<file path="src/rtl/core/grid_first_fit_rect_placer_defines.svh">
// Assertion macros for the first-fit rectangle placer
`ifndef GRID_FIRST_FIT_RECT_PLACER_DEFINES_SVH
`define GRID_FIRST_FIT_RECT_PLACER_DEFINES_SVH

// Check a consequence in the same cycle
`define GFFRP_ASSERT_NOW(label, ante, cons, msg) \
    label: assert property (@(posedge clk) disable iff (!rst_n) (ante) |-> (cons)) \
        else $error(msg);

// Check a consequence in the next cycle
`define GFFRP_ASSERT_NEXT(label, ante, cons, msg) \
    label: assert property (@(posedge clk) disable iff (!rst_n) (ante) |=> (cons)) \
        else $error(msg);

`endif

</file>
<file path="src/rtl/core/gffrp_pkg.sv">
// Package: shared types and constants of the first-fit rectangle placer
package gffrp_pkg;

    localparam int MAX_SIDE_DEF = 512;
    localparam int MIN_SIDE     = 16;
    localparam int WORD_W       = 64;
    localparam int FIELD_W      = 9;
    localparam int OFS_W        = 10;
    localparam int SIDE_W       = 10;
    localparam int STEP_W       = 8;

    localparam logic [STEP_W-1:0] MAX_SPACING   = 8'd128;
    localparam logic [SIDE_W-1:0] SIDE_RESET    = 10'd512;
    localparam logic [STEP_W-1:0] SPACING_RESET = 8'd1;

    localparam logic REG_SURFACE_SIDE = 1'b0;
    localparam logic REG_SPACING      = 1'b1;

    localparam logic MODE_PLACE = 1'b0;

    typedef enum logic [3:0] {
        S_CLEAR,
        S_IDLE,
        S_ROW,
        S_COL,
        S_PRD,
        S_PCHK,
        S_CRD,
        S_CWR,
        S_DONE
    } state_t;

    typedef struct packed {
        logic rd;
        logic wr;
    } mem_cmd_t;

    typedef struct packed {
        logic               placed;
        logic [FIELD_W-1:0] pos_x;
        logic [FIELD_W-1:0] pos_y;
    } res_t;

endpackage

</file>
<file path="src/rtl/core/gffrp_scan.sv">
// Scan sequencer: origin search, cell probe, claim and map clearing sweep
`include "grid_first_fit_rect_placer_defines.svh"

module gffrp_scan #(
    parameter int MAX_SIDE = gffrp_pkg::MAX_SIDE_DEF,
    localparam int DEPTH   = (MAX_SIDE * MAX_SIDE + 63) / 64,
    localparam int AW      = $clog2(DEPTH),
    localparam int CW      = $clog2(MAX_SIDE + 1024) + 1
) (
    input  logic                          clk,
    input  logic                          rst_n,
    input  logic                          fire,
    input  logic                          mode,
    input  logic [gffrp_pkg::FIELD_W-1:0] item_width,
    input  logic [gffrp_pkg::FIELD_W-1:0] item_height,
    input  logic [CW-1:0]                 side,
    input  logic [gffrp_pkg::STEP_W-1:0]  step,
    output logic                          ready,
    output logic                          res_valid,
    input  logic                          res_take,
    output gffrp_pkg::res_t               res,
    output gffrp_pkg::mem_cmd_t           cmd,
    output logic [AW-1:0]                 addr,
    output logic [gffrp_pkg::WORD_W-1:0]  wdata,
    input  logic [gffrp_pkg::WORD_W-1:0]  rdata
);
    import gffrp_pkg::*;

    localparam int IW = CW + $clog2(MAX_SIDE);

    state_t state_reg, state_next;

    logic [OFS_W-1:0]  pw_reg, pw_next;
    logic [OFS_W-1:0]  ph_reg, ph_next;
    logic [CW-1:0]     side_reg, side_next;
    logic [STEP_W-1:0] step_reg, step_next;
    logic [IW-1:0]     srow_reg, srow_next;
    logic [CW-1:0]     x_reg, x_next;
    logic [CW-1:0]     y_reg, y_next;
    logic [IW-1:0]     row_reg, row_next;
    logic [IW-1:0]     orig_reg, orig_next;
    logic [IW-1:0]     line_reg, line_next;
    logic [IW-1:0]     cell_reg, cell_next;
    logic [OFS_W-1:0]  dx_reg, dx_next;
    logic [OFS_W-1:0]  dy_reg, dy_next;
    logic [AW-1:0]     clr_reg, clr_next;
    logic              rep_reg, rep_next;
    res_t              res_reg, res_next;

    logic [OFS_W-1:0] dx_inc, dy_inc;
    logic [IW-1:0]    cell_inc, line_inc;
    logic             dx_more, dy_more, more;
    logic             y_end, x_end, hit, clr_last;

    // shared offset / index adders for probe and claim
    assign dx_inc   = dx_reg + OFS_W'(step_reg);
    assign dy_inc   = dy_reg + OFS_W'(step_reg);
    assign dx_more  = dx_inc < pw_reg;
    assign dy_more  = dy_inc < ph_reg;
    assign more     = dx_more || dy_more;
    assign cell_inc = cell_reg + IW'(step_reg);
    assign line_inc = line_reg + srow_reg;

    assign y_end    = (y_reg + CW'(ph_reg)) >= side_reg;
    assign x_end    = (x_reg + CW'(pw_reg)) >= side_reg;
    assign hit      = rdata[cell_reg[5:0]];
    assign clr_last = clr_reg == AW'(DEPTH - 1);

    always_comb
    begin
        state_next = state_reg;
        case (state_reg)
            S_CLEAR:
            begin
                if (clr_last)
                begin
                    state_next = rep_reg ? S_DONE : S_IDLE;
                end
            end
            S_IDLE:
            begin
                if (fire)
                begin
                    state_next = (mode == MODE_PLACE) ? S_ROW : S_CLEAR;
                end
            end
            S_ROW:   state_next = y_end ? S_DONE : S_COL;
            S_COL:   state_next = x_end ? S_ROW : S_PRD;
            S_PRD:   state_next = S_PCHK;
            S_PCHK:
            begin
                if (hit)
                begin
                    state_next = S_COL;
                end
                else if (more)
                begin
                    state_next = S_PRD;
                end
                else
                begin
                    state_next = S_CRD;
                end
            end
            S_CRD:   state_next = S_CWR;
            S_CWR:   state_next = more ? S_CRD : S_DONE;
            S_DONE:
            begin
                if (res_take)
                begin
                    state_next = S_IDLE;
                end
            end
            default: state_next = S_IDLE;
        endcase
    end

    always_comb
    begin
        ready     = 1'b0;
        res_valid = 1'b0;
        cmd       = '0;
        addr      = cell_reg[6 +: AW];
        wdata     = rdata | (WORD_W'(1) << cell_reg[5:0]);
        case (state_reg)
            S_CLEAR:
            begin
                cmd.wr = 1'b1;
                addr   = clr_reg;
                wdata  = '0;
            end
            S_IDLE:  ready = 1'b1;
            S_PRD:   cmd.rd = 1'b1;
            S_CRD:   cmd.rd = 1'b1;
            S_CWR:   cmd.wr = 1'b1;
            S_DONE:  res_valid = 1'b1;
            default: cmd = '0;
        endcase
    end

    always_comb
    begin
        pw_next   = pw_reg;
        ph_next   = ph_reg;
        side_next = side_reg;
        step_next = step_reg;
        srow_next = srow_reg;
        x_next    = x_reg;
        y_next    = y_reg;
        row_next  = row_reg;
        orig_next = orig_reg;
        line_next = line_reg;
        cell_next = cell_reg;
        dx_next   = dx_reg;
        dy_next   = dy_reg;
        clr_next  = clr_reg;
        rep_next  = rep_reg;
        res_next  = res_reg;
        case (state_reg)
            S_CLEAR:
            begin
                clr_next = clr_reg + AW'(1);
            end
            S_IDLE:
            begin
                if (fire)
                begin
                    pw_next   = OFS_W'(item_width) + OFS_W'(1);
                    ph_next   = OFS_W'(item_height) + OFS_W'(1);
                    side_next = side;
                    step_next = step;
                    srow_next = IW'(step) * IW'(MAX_SIDE);
                    y_next    = CW'(1);
                    row_next  = IW'(MAX_SIDE);
                    clr_next  = '0;
                    rep_next  = mode;
                    res_next  = '0;
                end
            end
            S_ROW:
            begin
                x_next    = CW'(1);
                orig_next = row_reg + IW'(1);
            end
            S_COL:
            begin
                if (x_end)
                begin
                    y_next   = y_reg + CW'(step_reg);
                    row_next = row_reg + srow_reg;
                end
                else
                begin
                    dx_next   = '0;
                    dy_next   = '0;
                    line_next = orig_reg;
                    cell_next = orig_reg;
                end
            end
            S_PCHK, S_CWR:
            begin
                if (state_reg == S_PCHK && hit)
                begin
                    x_next    = x_reg + CW'(step_reg);
                    orig_next = orig_reg + IW'(step_reg);
                end
                else if (dx_more)
                begin
                    dx_next   = dx_inc;
                    cell_next = cell_inc;
                end
                else if (dy_more)
                begin
                    dx_next   = '0;
                    dy_next   = dy_inc;
                    line_next = line_inc;
                    cell_next = line_inc;
                end
                else if (state_reg == S_PCHK)
                begin
                    dx_next   = '0;
                    dy_next   = '0;
                    line_next = orig_reg;
                    cell_next = orig_reg;
                end
                else
                begin
                    res_next.placed = 1'b1;
                    res_next.pos_x  = x_reg[FIELD_W-1:0];
                    res_next.pos_y  = y_reg[FIELD_W-1:0];
                end
            end
            default:
            begin
                clr_next = clr_reg;
            end
        endcase
    end

    always_ff @(posedge clk or negedge rst_n)
    begin
        if (!rst_n)
        begin
            state_reg <= S_CLEAR;
            clr_reg   <= '0;
            rep_reg   <= 1'b0;
        end
        else
        begin
            state_reg <= state_next;
            clr_reg   <= clr_next;
            rep_reg   <= rep_next;
        end
    end

    always_ff @(posedge clk)
    begin
        pw_reg   <= pw_next;
        ph_reg   <= ph_next;
        side_reg <= side_next;
        step_reg <= step_next;
        srow_reg <= srow_next;
        x_reg    <= x_next;
        y_reg    <= y_next;
        row_reg  <= row_next;
        orig_reg <= orig_next;
        line_reg <= line_next;
        cell_reg <= cell_next;
        dx_reg   <= dx_next;
        dy_reg   <= dy_next;
        res_reg  <= res_next;
    end

    assign res = res_reg;

    `GFFRP_ASSERT_NOW(a_idle_quiet, state_reg == S_IDLE, !cmd.wr && !cmd.rd, "map access while idle")
    `GFFRP_ASSERT_NEXT(a_fire_busy, fire, state_reg != S_IDLE, "transaction accepted but sequencer idle")
    `GFFRP_ASSERT_NOW(a_fail_zero, res_valid && !res.placed, res.pos_x == '0 && res.pos_y == '0, "failed result carries an origin")
    `GFFRP_ASSERT_NOW(a_claim_bit, state_reg == S_CWR, wdata[cell_reg[5:0]] == 1'b1, "claim write misses its cell")

endmodule

</file>
<file path="config.mk">
export PLATFORM = sky130hd
export DESIGN_NAME = gffrp_scan
export DESIGN_NICKNAME = d
export VERILOG_FILES = /design/src/rtl/core/gffrp_pkg.sv /design/src/rtl/core/gffrp_scan.sv
export VERILOG_INCLUDE_DIRS = /design/src /design/src/rtl/core
export SDC_FILE = /design/constraint.sdc
export NUM_CORES = 1
export LEC_CHECK = 0
export ABC_AREA = 1
export BUFFER_PORTS_ARGS = -buffer_cell sky130_fd_sc_hd__clkbuf_2
export CORE_UTILIZATION = 40
export CTS_CLUSTER_DIAMETER = 80
export DETAILED_ROUTE_END_ITERATION = 7
export PLACE_DENSITY = 0.68
export SYNTH_ARGS = -nofsm -noshare
export SYNTH_HDL_FRONTEND = slang
export SYNTH_SLANG_ARGS = --single-unit
</file>
<file path="constraint.sdc">
create_clock -name clk -period 7 [get_ports clk]
set_clock_uncertainty 0.1 [all_clocks]
set_input_delay 0.35 -clock clk [delete_from_list [all_inputs] [get_ports clk]]
set_output_delay 0.35 -clock clk [all_outputs]
set_load 0.03 [all_outputs]
</file>
== Word level (Yosys, flattened, before mapping) ==
Cells that the tools add are included.

* Order comparisons: 5
* Shifts and indexed selects: 1
* Divide/modulo/power cells: 0
* Add/subtract/negate cells: 14
* Bitwise logic cells: 1
* Muxes and demuxes: 56
* $mul: 0
* Eq/ne operators: 21
* Reduce and logical (&&, ||, !) cells: 19

{| class="wikitable"
|+ Operators by type and width
! cell !! count
|-
| $mux 21 || 10
|-
| $pmux 21 s2 || 4
|-
| $mux 19 || 5
|-
| $mux 10 || 8
|-
| $pmux 12 s2 || 3
|-
| $mux 64 || 1
|-
| $or 64x64->64 || 1
|-
| $shl 1x6->64 const A || 1
|-
| $mux 12 || 5
|-
| $add 21x17->21 || 2
|-
| $add 21x8->21 || 2
|-
| $pmux 10 s2 || 2
|-
| $pmux 19 s2 || 1
|-
| $pmux 4 s9 || 1
|-
| $add 12x10->12 || 2
|-
| $add 12x8->12 || 2
|-
| $ge 12x12->1 || 2
|-
| $mux 4 || 6
|-
| $add 21x1->21 const B || 1
|-
| $add 10x8->10 || 2
|-
| $add 9x1->10 const B || 2
|-
| $lt 10x10->1 || 2
|-
| $ne 2x2->1 const B || 10
|-
| $eq 4x3->1 const B || 4
|-
| 22 further kinds || 38
|}

* Bits in latches: 0
* Output and inout port bits: 99
* Register bits after elaboration: 204
* Memories kept: 0
* Logic and storage cells: 135
* Bits in read-only memories: 0
* RAM bits: 0

== Longest topological paths before layout ==
Gate-level depths: netlist (run 1).

* Word-level depth: 6
* Depth in mapped cells: 23
* Mapped depth without buffers: 22

== Worst setup path before layout (run 1) ==
No wires, ideal clock.

* Path kind: register -> register
* Start point: register srow_reg[10] (netlist name)
* End point: register res_reg, in the netlist res[0] (enable)
* Arrival: 4,520 ps
* Path buffers: 1
* Clock period less this slack: 5,045 ps
* Stages on the path, launching flop included: 18
* Setup slack: 1,955 ps
* Path through: edfxtp_1 inv_1 fa_1 nor2_1 nor2_1 o21bai_1 a21oi_1 o21bai_1 xor2_1 inv_1 ha_1 nand2_1 nor2_1 nand3_1 nand3_1 nor2_1 buf_4 a211oi_1

{| class="wikitable"
|+ RTL lines
! item !! line !! text
|-
| end signal, assigned || gffrp_scan.sv:271 || <nowiki>res_reg <= res_next;</nowiki>
|-
| end, declared || gffrp_scan.sv:48 || <nowiki>res_t res_reg, res_next;</nowiki>
|}

==> impl_summary.txt, run 1 <==
----------------------------------------------------
[Layout]
  Number of flip-flops under the largest register name ... 19
  Number of nets in the layout ... 2283
  Register area ... 0.00541 sq mm
  Area Overhead vs Synth ... 16.2%
  Fraction of final layout cells with drive strength greater than 1 ... 0.136
  Fill cell count ... 3479
  Multi-input logic area ... around 0.0077 sq mm
  Number of antenna repair diodes ... 0

[Clock network]
  TritonCTS clock tree ... built
  Register clock-pin slew on the reported worst setup and hold paths ... around 0.080 ns
  CTS root buffer ... sky130_fd_sc_hd__clkbuf_16
  Clock sink count ... between 150 and 200
  H-tree depth ... 4
  Max clock buf depth ... 2
  Clock network latency to the later pin of the worst-skew pair ... 0.46 ns
  Clock buffers created by TritonCTS ... 17

[Global routing]
  Global-route usage over all layers ... 0.229
  Largest net degree at the start of global routing ... 70
  Via count of the first global-routing pass ... roughly 13000
  Aggregate global routing overflow ... 0
  Initial antenna violation count ... 0
  Global-route wire length before repair ... roughly 65000 microns

[Min path]
  Worst hold-check path type ... input pin to register

[Yosys]
  Cell types with the largest area share after synthesis ... sky130_fd_sc_hd__edfxtp_1 (35%), sky130_fd_sc_hd__ha_1 (11%), sky130_fd_sc_hd__nand2_1 (8.6%)
  Average size of a mapped cell ... between 7 and 8 sq um
  Distinct cells, synth ... 46
  Synthesis warning total ... 0
  Dominant register cell in the synthesized netlist ... sky130_fd_sc_hd__edfxtp_1
  Proportion of synthesized chip area in sequential cells ... 0.377
  Leading cell types by count after synthesis ... sky130_fd_sc_hd__nand2_1 (329), sky130_fd_sc_hd__inv_1 (278), sky130_fd_sc_hd__a21oi_1 (196), sky130_fd_sc_hd__nor2_1 (177), sky130_fd_sc_hd__edfxtp_1 (166)
  Net count after synthesis ... approximately 2100
  Biggest area consumer among synthesized cells ... sky130_fd_sc_hd__edfxtp_1
  Summed instance area of the synthesized netlist ... about 0.014 sq mm
  Fraction of synthesized cell area taken by the top area cell type ... 0.347
  Share of synthesized registers carrying an async set or reset ... 0.0929
  Post-Syn Instances ... 1834
  Register bit count reported by yosys ... ~180
  Most repeated cell in the gate-level netlist after synthesis ... sky130_fd_sc_hd__nand2_1
  Number of enable-type register cells in the synthesized netlist ... 166

[Timing]
  Total count of max-transition violations in the final report ... 0
  Final critical-path setup slack ... ~1.9 ns
  Hold violation count in the final report ... 0
  Slew at the pin with the worst max-slew slack ... roughly 1.3 ns
  Unrepaired setup endpoints after global routing ... false
  Worst-case headroom to the max-slew limit ... 0.132
  TNS Setup ... 0 ns
  Period utilization ... 0.728
  Highest Clock Rate ... between 0.15 and 0.2 GHz
  Final setup violation count ... 0
  Post-layout minimum cycle time ... a little over 5 ns

[Power and ir drop]
  Pwr/cell area ... about 390 mW/mm^2
  Worst supply voltage drop on vdd ... 251 uV
  Leakage power ... 7.78 nW

[Routing]
  Routed wire length ... between 40000 and 50000 microns
  First-pass iteration count of the detailed router ... 6
  Vias after detailed routing ... around 13000
  Count of antenna-violating nets left after detailed routing ... 0
  Initial DRC count ... roughly 790
  Drt wl/cell ... 16.8 microns
  Routed length on met2 ... roughly 20000 microns
  Metal-1 WL ... approximately 18000 microns
  Top layer in use ... met4
  Total met3 wirelength after detailed routing ... 2900 microns
  Vias per cell ... between 5 and 6
  # DRC ... 0

[Floorplanning]
  Starting Density ... 0.405
  Row count ... a little under 70
  Die area ... 0.0367 sq mm
  Horizontal die dimension ... between 150 and 200 microns
  Number of I/O pins ... 206
  Die Ht ... about 190 microns
  Placeable core area ... ~0.035 sq mm

[Place]
  Number of buffers inserted by port buffering ... between 200 and 250
  Pre-CTS WS ... 1.92 ns
  Half-perimeter wire length of the detailed placement result ... 31700 microns
  RePlAce Congestion ... between 0.9 and 1

[Setup path]
  Crit end category ... register
  Nature of the critical path startpoint ... register
  Arrival time of data at the critical path endpoint ... around 5.1 ns
  Worst EP required ... 7.01 ns
  Critical-path maximum fanout ... 28
  Crit path kind ... register to register

[Run]
  Count of maximum capacitance violations ... 0

[Run status]
  Status ... finished, final reports clean

----------------------------------------------------
[layout make-up]
cell class / count / share of cell area
sequential: 183 / 0.324
clock inverter: 15 / 0.0124
multi-input combinational: 1314 / 0.461
tap: 461 / 0.0345
timing repair buffer: 238 / 0.0793
inverter: 283 / 0.0636
clock buffer: 17 / 0.0255
[routing by layer]
| layer | GRT usage | vias up |
|---|---|---|
| met5 | 0 | - |
| met4 | 0.0882 | 0 |
| met3 | 0.0341 | 64 |
| met2 | 0.386 | 524 |
| met1 | 0.293 | 6170 |
| li1 | - | 6619 |
[critical path, stage by stage (launching register included)]
cell	delay [ns]
sky130_fd_sc_hd__edfxtp_1	0.63
sky130_fd_sc_hd__ha_1	0.35
sky130_fd_sc_hd__fa_1	0.39
sky130_fd_sc_hd__nand2_1	0.08
sky130_fd_sc_hd__inv_1	0.06
sky130_fd_sc_hd__nor2_1	0.09
sky130_fd_sc_hd__o21bai_1	0.13
sky130_fd_sc_hd__nand2_1	0.10
sky130_fd_sc_hd__o311ai_0	0.15
sky130_fd_sc_hd__xor2_1	0.20
sky130_fd_sc_hd__inv_1	0.06
sky130_fd_sc_hd__ha_1	0.27
sky130_fd_sc_hd__nand2_1	0.06
sky130_fd_sc_hd__nor2_1	0.14
sky130_fd_sc_hd__nand3b_1	0.09
sky130_fd_sc_hd__nand3_1	0.33
sky130_fd_sc_hd__nor2_4	0.12
sky130_fd_sc_hd__inv_1	0.66
sky130_fd_sc_hd__o211ai_1	0.22
sky130_fd_sc_hd__nor2_2	0.14
sky130_fd_sc_hd__buf_4	0.39
[power breakdown]
group	internal (W)	total, W	switching [W]	leakage (nW)
Sequential	0.00155	0.00177	0.000220	1.76
Clock	0.000520	0.00103	0.000507	0.304
Combinational	0.00115	0.00374	0.00259	5.72
[final timing paths]
path | from | end | cells after the start | slack (ns)
setup reg to reg | srow_reg[9] | dy_reg[0] | 20 | 1.90
setup / recovery | srow_reg[9] | dy_reg[0] | 20 | 1.90
min in group asynchronous | rst_n | clr_reg[10] | 2 | 0.28
max in group asynchronous | rst_n | state_reg[3] | 2 | 6.20
hold / removal | step[1] | srow_reg[10] | 1 | 0.02
hold reg to reg | rep_reg | rep_reg | 2 | 0.42
[layout by cell type, fill, tap and decap left out, types with 2 or more instances in the layout]
cell type and n:
sky130_fd_sc_hd__nand2_1 329, sky130_fd_sc_hd__inv_1 277, sky130_fd_sc_hd__clkbuf_2 205, sky130_fd_sc_hd__a21oi_1 196
sky130_fd_sc_hd__nor2_1 176, sky130_fd_sc_hd__edfxtp_1 166, sky130_fd_sc_hd__ha_1 129, sky130_fd_sc_hd__o21ai_0 117
sky130_fd_sc_hd__nand3_1 103, sky130_fd_sc_hd__nand4_1 51, sky130_fd_sc_hd__xor2_1 49, sky130_fd_sc_hd__nor3_1 30
sky130_fd_sc_hd__dlygate4sd3_1 20, sky130_fd_sc_hd__xnor2_1 19, sky130_fd_sc_hd__clkbuf_16 17, sky130_fd_sc_hd__dfrtp_1 17
sky130_fd_sc_hd__buf_4 13, sky130_fd_sc_hd__o211ai_1 12, sky130_fd_sc_hd__or2_2 11, sky130_fd_sc_hd__o21bai_1 10
sky130_fd_sc_hd__a31oi_1 10, sky130_fd_sc_hd__fa_1 10, sky130_fd_sc_hd__o21a_1 8, sky130_fd_sc_hd__o221ai_1 8
sky130_fd_sc_hd__nor4_1 7, sky130_fd_sc_hd__clkinv_8 7, sky130_fd_sc_hd__nor3b_1 6, sky130_fd_sc_hd__a21o_1 5
sky130_fd_sc_hd__inv_2 5, sky130_fd_sc_hd__nor2_4 4, sky130_fd_sc_hd__inv_6 4, sky130_fd_sc_hd__nand2_4 3
sky130_fd_sc_hd__nand3b_1 3, sky130_fd_sc_hd__o311ai_0 2, sky130_fd_sc_hd__o2111ai_1 2, sky130_fd_sc_hd__o22ai_1 2
sky130_fd_sc_hd__clkinv_4 2
[timing repair]
action | in CTS | in global routing
hold buffers | 20 | 0
gates resized for setup | 0 | 0
hold endpoints to repair | 36 | 0
buffers inserted | 0 | 0
[cell families after synthesis]
kind of cell	Yosys count	share of synthesized area
adder cells (fa/ha/maj)	139	0.126
AND/OR/NAND/NOR	730	0.224
flip-flops	183	0.377
multiplexers	1	0.000697
AO/OA/AOI/OAI	376	0.142
buffers and inverters	337	0.0892
XOR/XNOR	68	0.0414
[per-stage QoR]
stage,util,area (sq um),hold slack [ns],total power (W),std cells
after floorplan,-,14400,-0.0456,0.00443,1834
after global placement,0.447,15900,0.208,0.00538,2459
after detailed placement,0.447,15900,0.212,0.00548,2459
after CTS,0.471,16700,0.00360,0.00653,2511
after global routing,0.471,16700,0.00139,0.00704,2511
final,0.471,16700,0.0151,0.00653,2511
No activity file was read; power rests on OpenSTA's default activity.
==> run 2: changes to the inputs <==
Settings changed: ABC_AREA 1 to 0, PLACE_DENSITY 0.68 to 0.71.
Clock period 7 ns to 4.4 ns, I/O delays scaled along.
==> run 2 against run 1 <==
Net effect:
- via count fell by 8.1%
- non-clock buffer count rose by 79
- area after synthesis shrank 4.5%
- sequential power is 72% higher
- synthesized cell count shrank 21%
- worst hold slack worse by 0.0073 ns
- critical path depth decreased by 2
- register-to-register slack lost 2.0 ns
- the run now ends with negative setup slack left
- cell area grew 2.0%
- highest routed layer unchanged
- sequential share of layout area fell by 0.63 points
==> impl_summary.txt, run 2 <==
----------------------------------------------------
[Yosys]
  Leading cell types by count after synthesis ... sky130_fd_sc_hd__nor2_1 (169), sky130_fd_sc_hd__edfxtp_1 (166), sky130_fd_sc_hd__nand2_1 (144), sky130_fd_sc_hd__ha_1 (129), sky130_fd_sc_hd__a21oi_1 (127)
  Post-Syn Instances ... about 1500
  Fraction of synthesized cell area taken by the top area cell type ... 0.363
  Average size of a mapped cell ... between 9 and 10 sq um
  Summed instance area of the synthesized netlist ... ~0.014 sq mm
  Proportion of synthesized chip area in sequential cells ... 0.394
  Share of synthesized registers carrying an async set or reset ... 0.0929
  Distinct cells, synth ... between 70 and 80
  Dominant register cell in the synthesized netlist ... sky130_fd_sc_hd__edfxtp_1
  Biggest area consumer among synthesized cells ... sky130_fd_sc_hd__edfxtp_1
  Number of enable-type register cells in the synthesized netlist ... around 170
  Register bit count reported by yosys ... 183
  Net count after synthesis ... roughly 1700
  Most repeated cell in the gate-level netlist after synthesis ... sky130_fd_sc_hd__nor2_1
  Synthesis warning total ... 0
  Cell types with the largest area share after synthesis ... sky130_fd_sc_hd__edfxtp_1 (36%), sky130_fd_sc_hd__ha_1 (12%), sky130_fd_sc_hd__a21oi_1 (4.6%)

[Power and ir drop]
  Worst supply voltage drop on vdd ... 352 uV
  Overall Power ... ~0.012 W
  Pwr/cell area ... 697 mW/mm^2
  Leakage power ... approximately 7.4 nW

[Layout]
  Cell area after layout ... ~0.017 sq mm
  Leading cell types in the layout, fill and taps excluded ... sky130_fd_sc_hd__clkbuf_2 (205), sky130_fd_sc_hd__nor2_1 (168), sky130_fd_sc_hd__edfxtp_1 (166)
  Area Overhead vs Synth ... 24.1%
  Number of antenna repair diodes ... 0
  Fraction of final layout cells with drive strength greater than 1 ... 0.218
  Number of flip-flops under the largest register name ... 19
  Fill cell count ... between 3000 and 4000
  Most common cell after layout, fill and taps aside ... sky130_fd_sc_hd__clkbuf_2
  Number of nets in the layout ... about 2000

[Run status]
  Status ... complete, but fails checks
  Violations in the final reports ... negative setup slack

[Timing]
  Final setup violation count ... between 60 and 70
  Final critical-path setup slack ... -0.0998 ns
  Hold violation count in the final report ... 0
  Period utilization ... 1.02
  Highest Clock Rate ... approximately 0.22 GHz
  Total count of max-transition violations in the final report ... 0
  Unrepaired setup endpoints after global routing ... true
  Worst-case headroom to the max-slew limit ... 0.362
  Slew at the pin with the worst max-slew slack ... approximately 0.96 ns
  Post-layout minimum cycle time ... about 4.5 ns
  TNS Setup ... -3.01 ns

[Place]
  RePlAce Congestion ... just over 0.9
  Number of buffers inserted by port buffering ... approximately 200
  Pre-CTS WS ... -0.217 ns
  Half-perimeter wire length of the detailed placement result ... 31400 microns
  Area after DPL ... about 0.016 sq mm

[Setup path]
  Arrival time of data at the critical path endpoint ... 4.56 ns
  Nature of the critical path startpoint ... register
  Number of buffer and inverter instances along the worst setup path ... 3
  Critical-path maximum fanout ... 7
  Worst path top cell family by delay ... compound AO/OA/AOI/OAI gates
  Crit end category ... register
  Crit path kind ... register to register
  Critical Path Slowest Stage Cell ... sky130_fd_sc_hd__or4b_4
  Highest cell delay on the worst timing path ... 0.50 ns
  Worst EP required ... 4.46 ns
  Critical path, cell by cell ... ha_2 > fa_2 > a21o_1 > a21oi_2 > nor2b_1 > o21a_1 > o41ai_4 > or4b_4 > o211ai_1 > ha_1 > a21o_1 > a21oi_1 > o211a_1 > buf_4 > nand3_4 > a22oi_2 > buf_6 > clkbuf_16
  Critical path's most frequent cell ... sky130_fd_sc_hd__a21o_1

[Routing]
  First-pass iteration count of the detailed router ... 5
  Initial DRC count ... 825
  Routed wire length ... 42600 microns
  Vias after detailed routing ... approximately 12000
  Vias per cell ... between 5 and 6
  Drt wl/cell ... between 15 and 20 microns
  Count of antenna-violating nets left after detailed routing ... 0
  # DRC ... 0

[Floorplanning]
  Row count ... between 60 and 70
  Die Ht ... approximately 190 microns
  Horizontal die dimension ... roughly 190 microns
  Die area ... approximately 0.035 sq mm
  Number of I/O pins ... 206
  Starting Density ... 0.408
  Placeable core area ... approximately 0.034 sq mm

[Clock network]
  Clock network latency to the later pin of the worst-skew pair ... 0.45 ns
  TritonCTS clock tree ... built
  Clock sink count ... 183
  Max clock buf depth ... 2
  H-tree depth ... 4
  CTS root buffer ... sky130_fd_sc_hd__clkbuf_16
  Register clock-pin slew on the reported worst setup and hold paths ... around 0.08 ns
  Clock buffers created by TritonCTS ... 17

[Min path]
  Worst hold-check path type ... input pin to register

[Global routing]
  Via count of the first global-routing pass ... 11800
  Initial antenna violation count ... 0
  Aggregate global routing overflow ... 0
  Global-route wire length before repair ... between 60000 and 70000 microns
  Largest net degree at the start of global routing ... 63
  Global-route usage over all layers ... 0.234

[Run]
  Count of maximum capacitance violations ... 0

----------------------------------------------------
-- run 2: metal layers --
layer  track usage  up-vias  wire, microns
met3        0.0298       54           2580
met1         0.288     5917          17600
li1              -     5833              -
met5             0        -              0
met2         0.422      495          21500
met4        0.0747        0            964
-- run 2: path summary, 6_finish.rpt --
check / startpoint / to / slack (ns) / depth (start not counted)
worst max-delay path: pw_reg[0] / dy_reg[9] / -0.1 / 18
min in group asynchronous: rst_n / state_reg[2] / 0.22 / 2
max in group asynchronous: rst_n / clr_reg[0] / 3.63 / 2
worst min-delay path: item_width[3] / pw_reg[3] / 0.008 / 2
worst max register to register: pw_reg[0] / dy_reg[9] / -0.1 / 18
worst min register to register: rep_reg / rep_reg / 0.43 / 2
-- run 2: power breakdown --
| part | internal [W] | switching, W | total (W) |
|---|---|---|---|
| combinational | 0.00283 | 0.00442 | 0.00725 |
| sequential | 0.00259 | 0.000460 | 0.00305 |
| clock | 0.000800 | 0.000771 | 0.00157 |
| total | 0.00622 | 0.00565 | 0.0119 |
-- run 2: cells by family (layout without fill, tap and decap cells) --
family / Yosys count / in the layout / synth area share
muxes: 27 / 27 / 0.0271
adders and majority gates: 139 / 139 / 0.132
buffers and inverters: 127 / 429 / 0.0378
xor gates and xnor gates: 102 / 102 / 0.0651
DFF: 183 / 183 / 0.394
AOI/OAI and AO/OA: 332 / 332 / 0.157
and+or+nand+nor: 543 / 543 / 0.186
-- run 2: layout make-up --
type / count / area [sq um] / area share
Clock buffer: 19 / 464 / 0.0273
Inverter: 80 / 300 / 0.0176
Multi-Input combinational cell: 1143 / 8040 / 0.472
Tap cell: 448 / 561 / 0.0329
Sequential cell: 183 / 5410 / 0.318
Clock inverter: 13 / 121 / 0.00713
Timing Repair Buffer: 317 / 2130 / 0.125
-- run 2: repair_timing --
action                     in CTS  in global routing
setup buffers                   5                 20
pin swaps                       8                 26
setup endpoints to repair      52                140
hold endpoints to repair       44                  0
resized for setup               9                 44
hold buffers                   28                  0
gates cloned                    1                  5
-- run 2: stage by stage --
stage               utilization  hold slack (ns)  cells
global placement          0.464            0.110   2112
CTS                       0.493          0.00344   2178
global route              0.507           0.0122   2203
floorplan                     -           -0.176   1453
detailed placement        0.464            0.115   2112
finish                    0.507          0.00776   2203
==> run 3: changes to the inputs <==
Settings changed: PLACE_DENSITY 0.71 to 0.64, TNS_END_PERCENT set to 10.
==> run 3 against run 2 <==
Net effect:
- the run now ends clean
- sequential power down 1%
- core utilization decreased by 0.18 points
- register-to-register slack gained 0.20 ns
- cell area is 0.36% lower
- clock power barely moved
- global-route usage about the same
- largest cell class unchanged
==> impl_summary.txt, run 3 (synthesized netlist as in run 2, its figures left out) <==
----------------------------------------------------
[Routing]
  Vias per cell ... about 5.5
  First-pass iteration count of the detailed router ... 5
  Routed wire length ... between 40000 and 50000 microns
  Count of antenna-violating nets left after detailed routing ... 0
  # DRC ... 0
  Drt wl/cell ... between 15 and 20 microns
  Vias after detailed routing ... about 12000
  Initial DRC count ... roughly 680

[Clock network]
  Max clock buf depth ... 2
  Clock network latency to the later pin of the worst-skew pair ... 0.44 ns
  TritonCTS clock tree ... built
  Register clock-pin slew on the reported worst setup and hold paths ... about 0.080 ns
  H-tree depth ... 4
  CTS root buffer ... sky130_fd_sc_hd__clkbuf_16
  Clock buffers created by TritonCTS ... 17
  Clock sink count ... ~180

[Power and ir drop]
  Leakage power ... ~7.3 nW
  Pwr/cell area ... 688 mW/mm^2
  Worst supply voltage drop on vdd ... ~280 uV

[Layout]
  Area Overhead vs Synth ... 23.7%
  Number of cells in the finished layout apart from fillers ... roughly 2200
  Number of flip-flops under the largest register name ... 19
  Fraction of final layout cells with drive strength greater than 1 ... 0.212
  Post-Route Utilization ... 0.505
  Number of antenna repair diodes ... 0
  Number of nets in the layout ... 1980
  Most common cell after layout, fill and taps aside ... sky130_fd_sc_hd__clkbuf_2
  Leading cell types in the layout, fill and taps excluded ... sky130_fd_sc_hd__clkbuf_2 (205), sky130_fd_sc_hd__nor2_1 (168), sky130_fd_sc_hd__edfxtp_1 (166)

[Setup path]
  Critical Path Slowest Stage Cell ... sky130_fd_sc_hd__or4b_4
  Destination of the critical timing path ... row_reg[14]
  Logic depth of the worst setup path including buffers ... 18
  Source of the worst register-to-register timing path ... x_reg[0]
  Highest cell delay on the worst timing path ... roughly 0.49 ns
  Slack of the worst reg-to-reg path ... just under 0.1 ns
  Crit end category ... register
  Number of buffer and inverter instances along the worst setup path ... 3
  Critical path, cell by cell ... ha_2 > fa_2 > a21o_1 > a21oi_2 > nor2b_1 > o21a_1 > o41ai_4 > or4b_4 > o211ai_1 > ha_1 > nand3_1 > nor2_1 > o2111ai_1 > o211a_4 > buf_4 > a211oi_4 > buf_6 > buf_12
  Critical-path maximum fanout ... 11
  Arrival time of data at the critical path endpoint ... approximately 4.4 ns
  Cells on worst reg2reg path ... 18
  Worst path top cell family by delay ... compound AO/OA/AOI/OAI gates
  Worst EP required ... 4.45 ns
  Capture point of the worst reg-to-reg path ... row_reg[14]
  Crit path kind ... register to register
  First element of the critical path ... x_reg[0]
  Nature of the critical path startpoint ... register

[Timing]
  Worst-case headroom to the max-slew limit ... 0.353
  Final critical-path setup slack ... about 0.098 ns
  Final setup violation count ... 0
  Hold violation count in the final report ... 0
  Slew at the pin with the worst max-slew slack ... 0.968 ns
  Post-layout minimum cycle time ... between 4 and 5 ns
  Highest Clock Rate ... roughly 0.23 GHz
  Period utilization ... 0.978
  WHS ... about 0.021 ns
  Unrepaired setup endpoints after global routing ... true
  Total count of max-transition violations in the final report ... 0

[Floorplanning]
  Number of I/O pins ... roughly 210
  Die Ht ... 187 microns
  Starting Density ... 0.408
  Die area ... between 0.03 and 0.04 sq mm
  Horizontal die dimension ... between 150 and 200 microns
  Row count ... 67
  Placeable core area ... roughly 0.034 sq mm

[Run status]
  Status ... finished, final reports clean

[Global routing]
  Via count of the first global-routing pass ... 11900
  Largest net degree at the start of global routing ... 58
  Initial antenna violation count ... 0
  Aggregate global routing overflow ... 0
  Global-route usage over all layers ... 0.234
  Global-route wire length before repair ... 64500 microns

[Run]
  Count of maximum capacitance violations ... 0

[Min path]
  Worst hold-check path type ... input pin to register

[Place]
  Total instance count after detailed placement ... 2113
  Pre-CTS WS ... -0.346 ns
  Half-perimeter wire length of the detailed placement result ... around 31000 microns
  Number of buffers inserted by port buffering ... 205
  RePlAce Congestion ... around 0.94

----------------------------------------------------
run 3: worst min-delay path by stage:
stage	end	slack (ns)	from	cells after the start
after detailed placement	rep_reg	0.12	rst_n	1
after global placement	rep_reg	0.12	rst_n	1
after CTS	pw_reg[5]	0.02	item_width[5]	2
after global routing	ph_reg[4]	0.02	item_height[4]	2
final	pw_reg[7]	0.02	item_width[7]	2
after floorplan	clr_reg[0]	-0.18	rst_n	0
run 3: layout make-up:
| class | count | area, sq um |
|---|---|---|
| sequential | 183 | 5410 |
| fill | 3133 | 16600 |
| clock buffer | 17 | 425 |
| multi-input combinational | 1143 | 8010 |
| inverter | 80 | 300 |
| timing repair buffer | 309 | 2080 |
| tap | 448 | 561 |
| clock inverter | 15 | 175 |
run 3: per-layer routing:
layer	track usage	part of all wire	vias to the layer above
met5	0	0	-
met4	0.0883	0.033	0
met3	0.0315	0.054	58
met2	0.399	0.48	439
met1	0.302	0.44	5750
li1	-	-	5823
run 3: report_power, final:
part           switching (W)  internal [W]  total [W]
clock               0.000797      0.000773    0.00157
sequential          0.000425       0.00259    0.00301
combinational        0.00434       0.00276    0.00709
run 3: worst reg2reg max path: stages, from the launching register on:
cell and delay (ns):
sky130_fd_sc_hd__edfxtp_1 0.40, sky130_fd_sc_hd__ha_2 0.22, sky130_fd_sc_hd__fa_2 0.35, sky130_fd_sc_hd__a21o_1 0.18, sky130_fd_sc_hd__a21oi_2 0.16, sky130_fd_sc_hd__nor2b_1 0.08, sky130_fd_sc_hd__o21a_1 0.21, sky130_fd_sc_hd__o41ai_4 0.23
sky130_fd_sc_hd__or4b_4 0.49, sky130_fd_sc_hd__o211ai_1 0.11, sky130_fd_sc_hd__ha_1 0.16, sky130_fd_sc_hd__nand3_1 0.09, sky130_fd_sc_hd__nor2_1 0.11, sky130_fd_sc_hd__o2111ai_1 0.15, sky130_fd_sc_hd__o211a_4 0.29, sky130_fd_sc_hd__buf_4 0.15
sky130_fd_sc_hd__a211oi_4 0.20, sky130_fd_sc_hd__buf_6 0.16, sky130_fd_sc_hd__buf_12 0.16
run 3: stage by stage:
step / total power [W] / cell area [sq um] / setup TNS (ns)
2_1_floorplan: 0.00758 / 13800 / -20.62
3_3_place_gp: 0.00948 / 15600 / -0.480
3_5_place_dp: 0.00960 / 15600 / -1.21
4_1_cts: 0.0113 / 16600 / -0.00474
5_1_grt: 0.0125 / 17000 / -2.62
6_report: 0.0117 / 17000 / 0
run 3: repair_timing:
action	in CTS	in global routing
endpoints found under the hold margin	47	0
buffers inserted	1	13
pin swaps	2	27
hold buffers	31	0
endpoints found under the setup margin	52	126
resized for setup	9	35
gates cloned	0	5
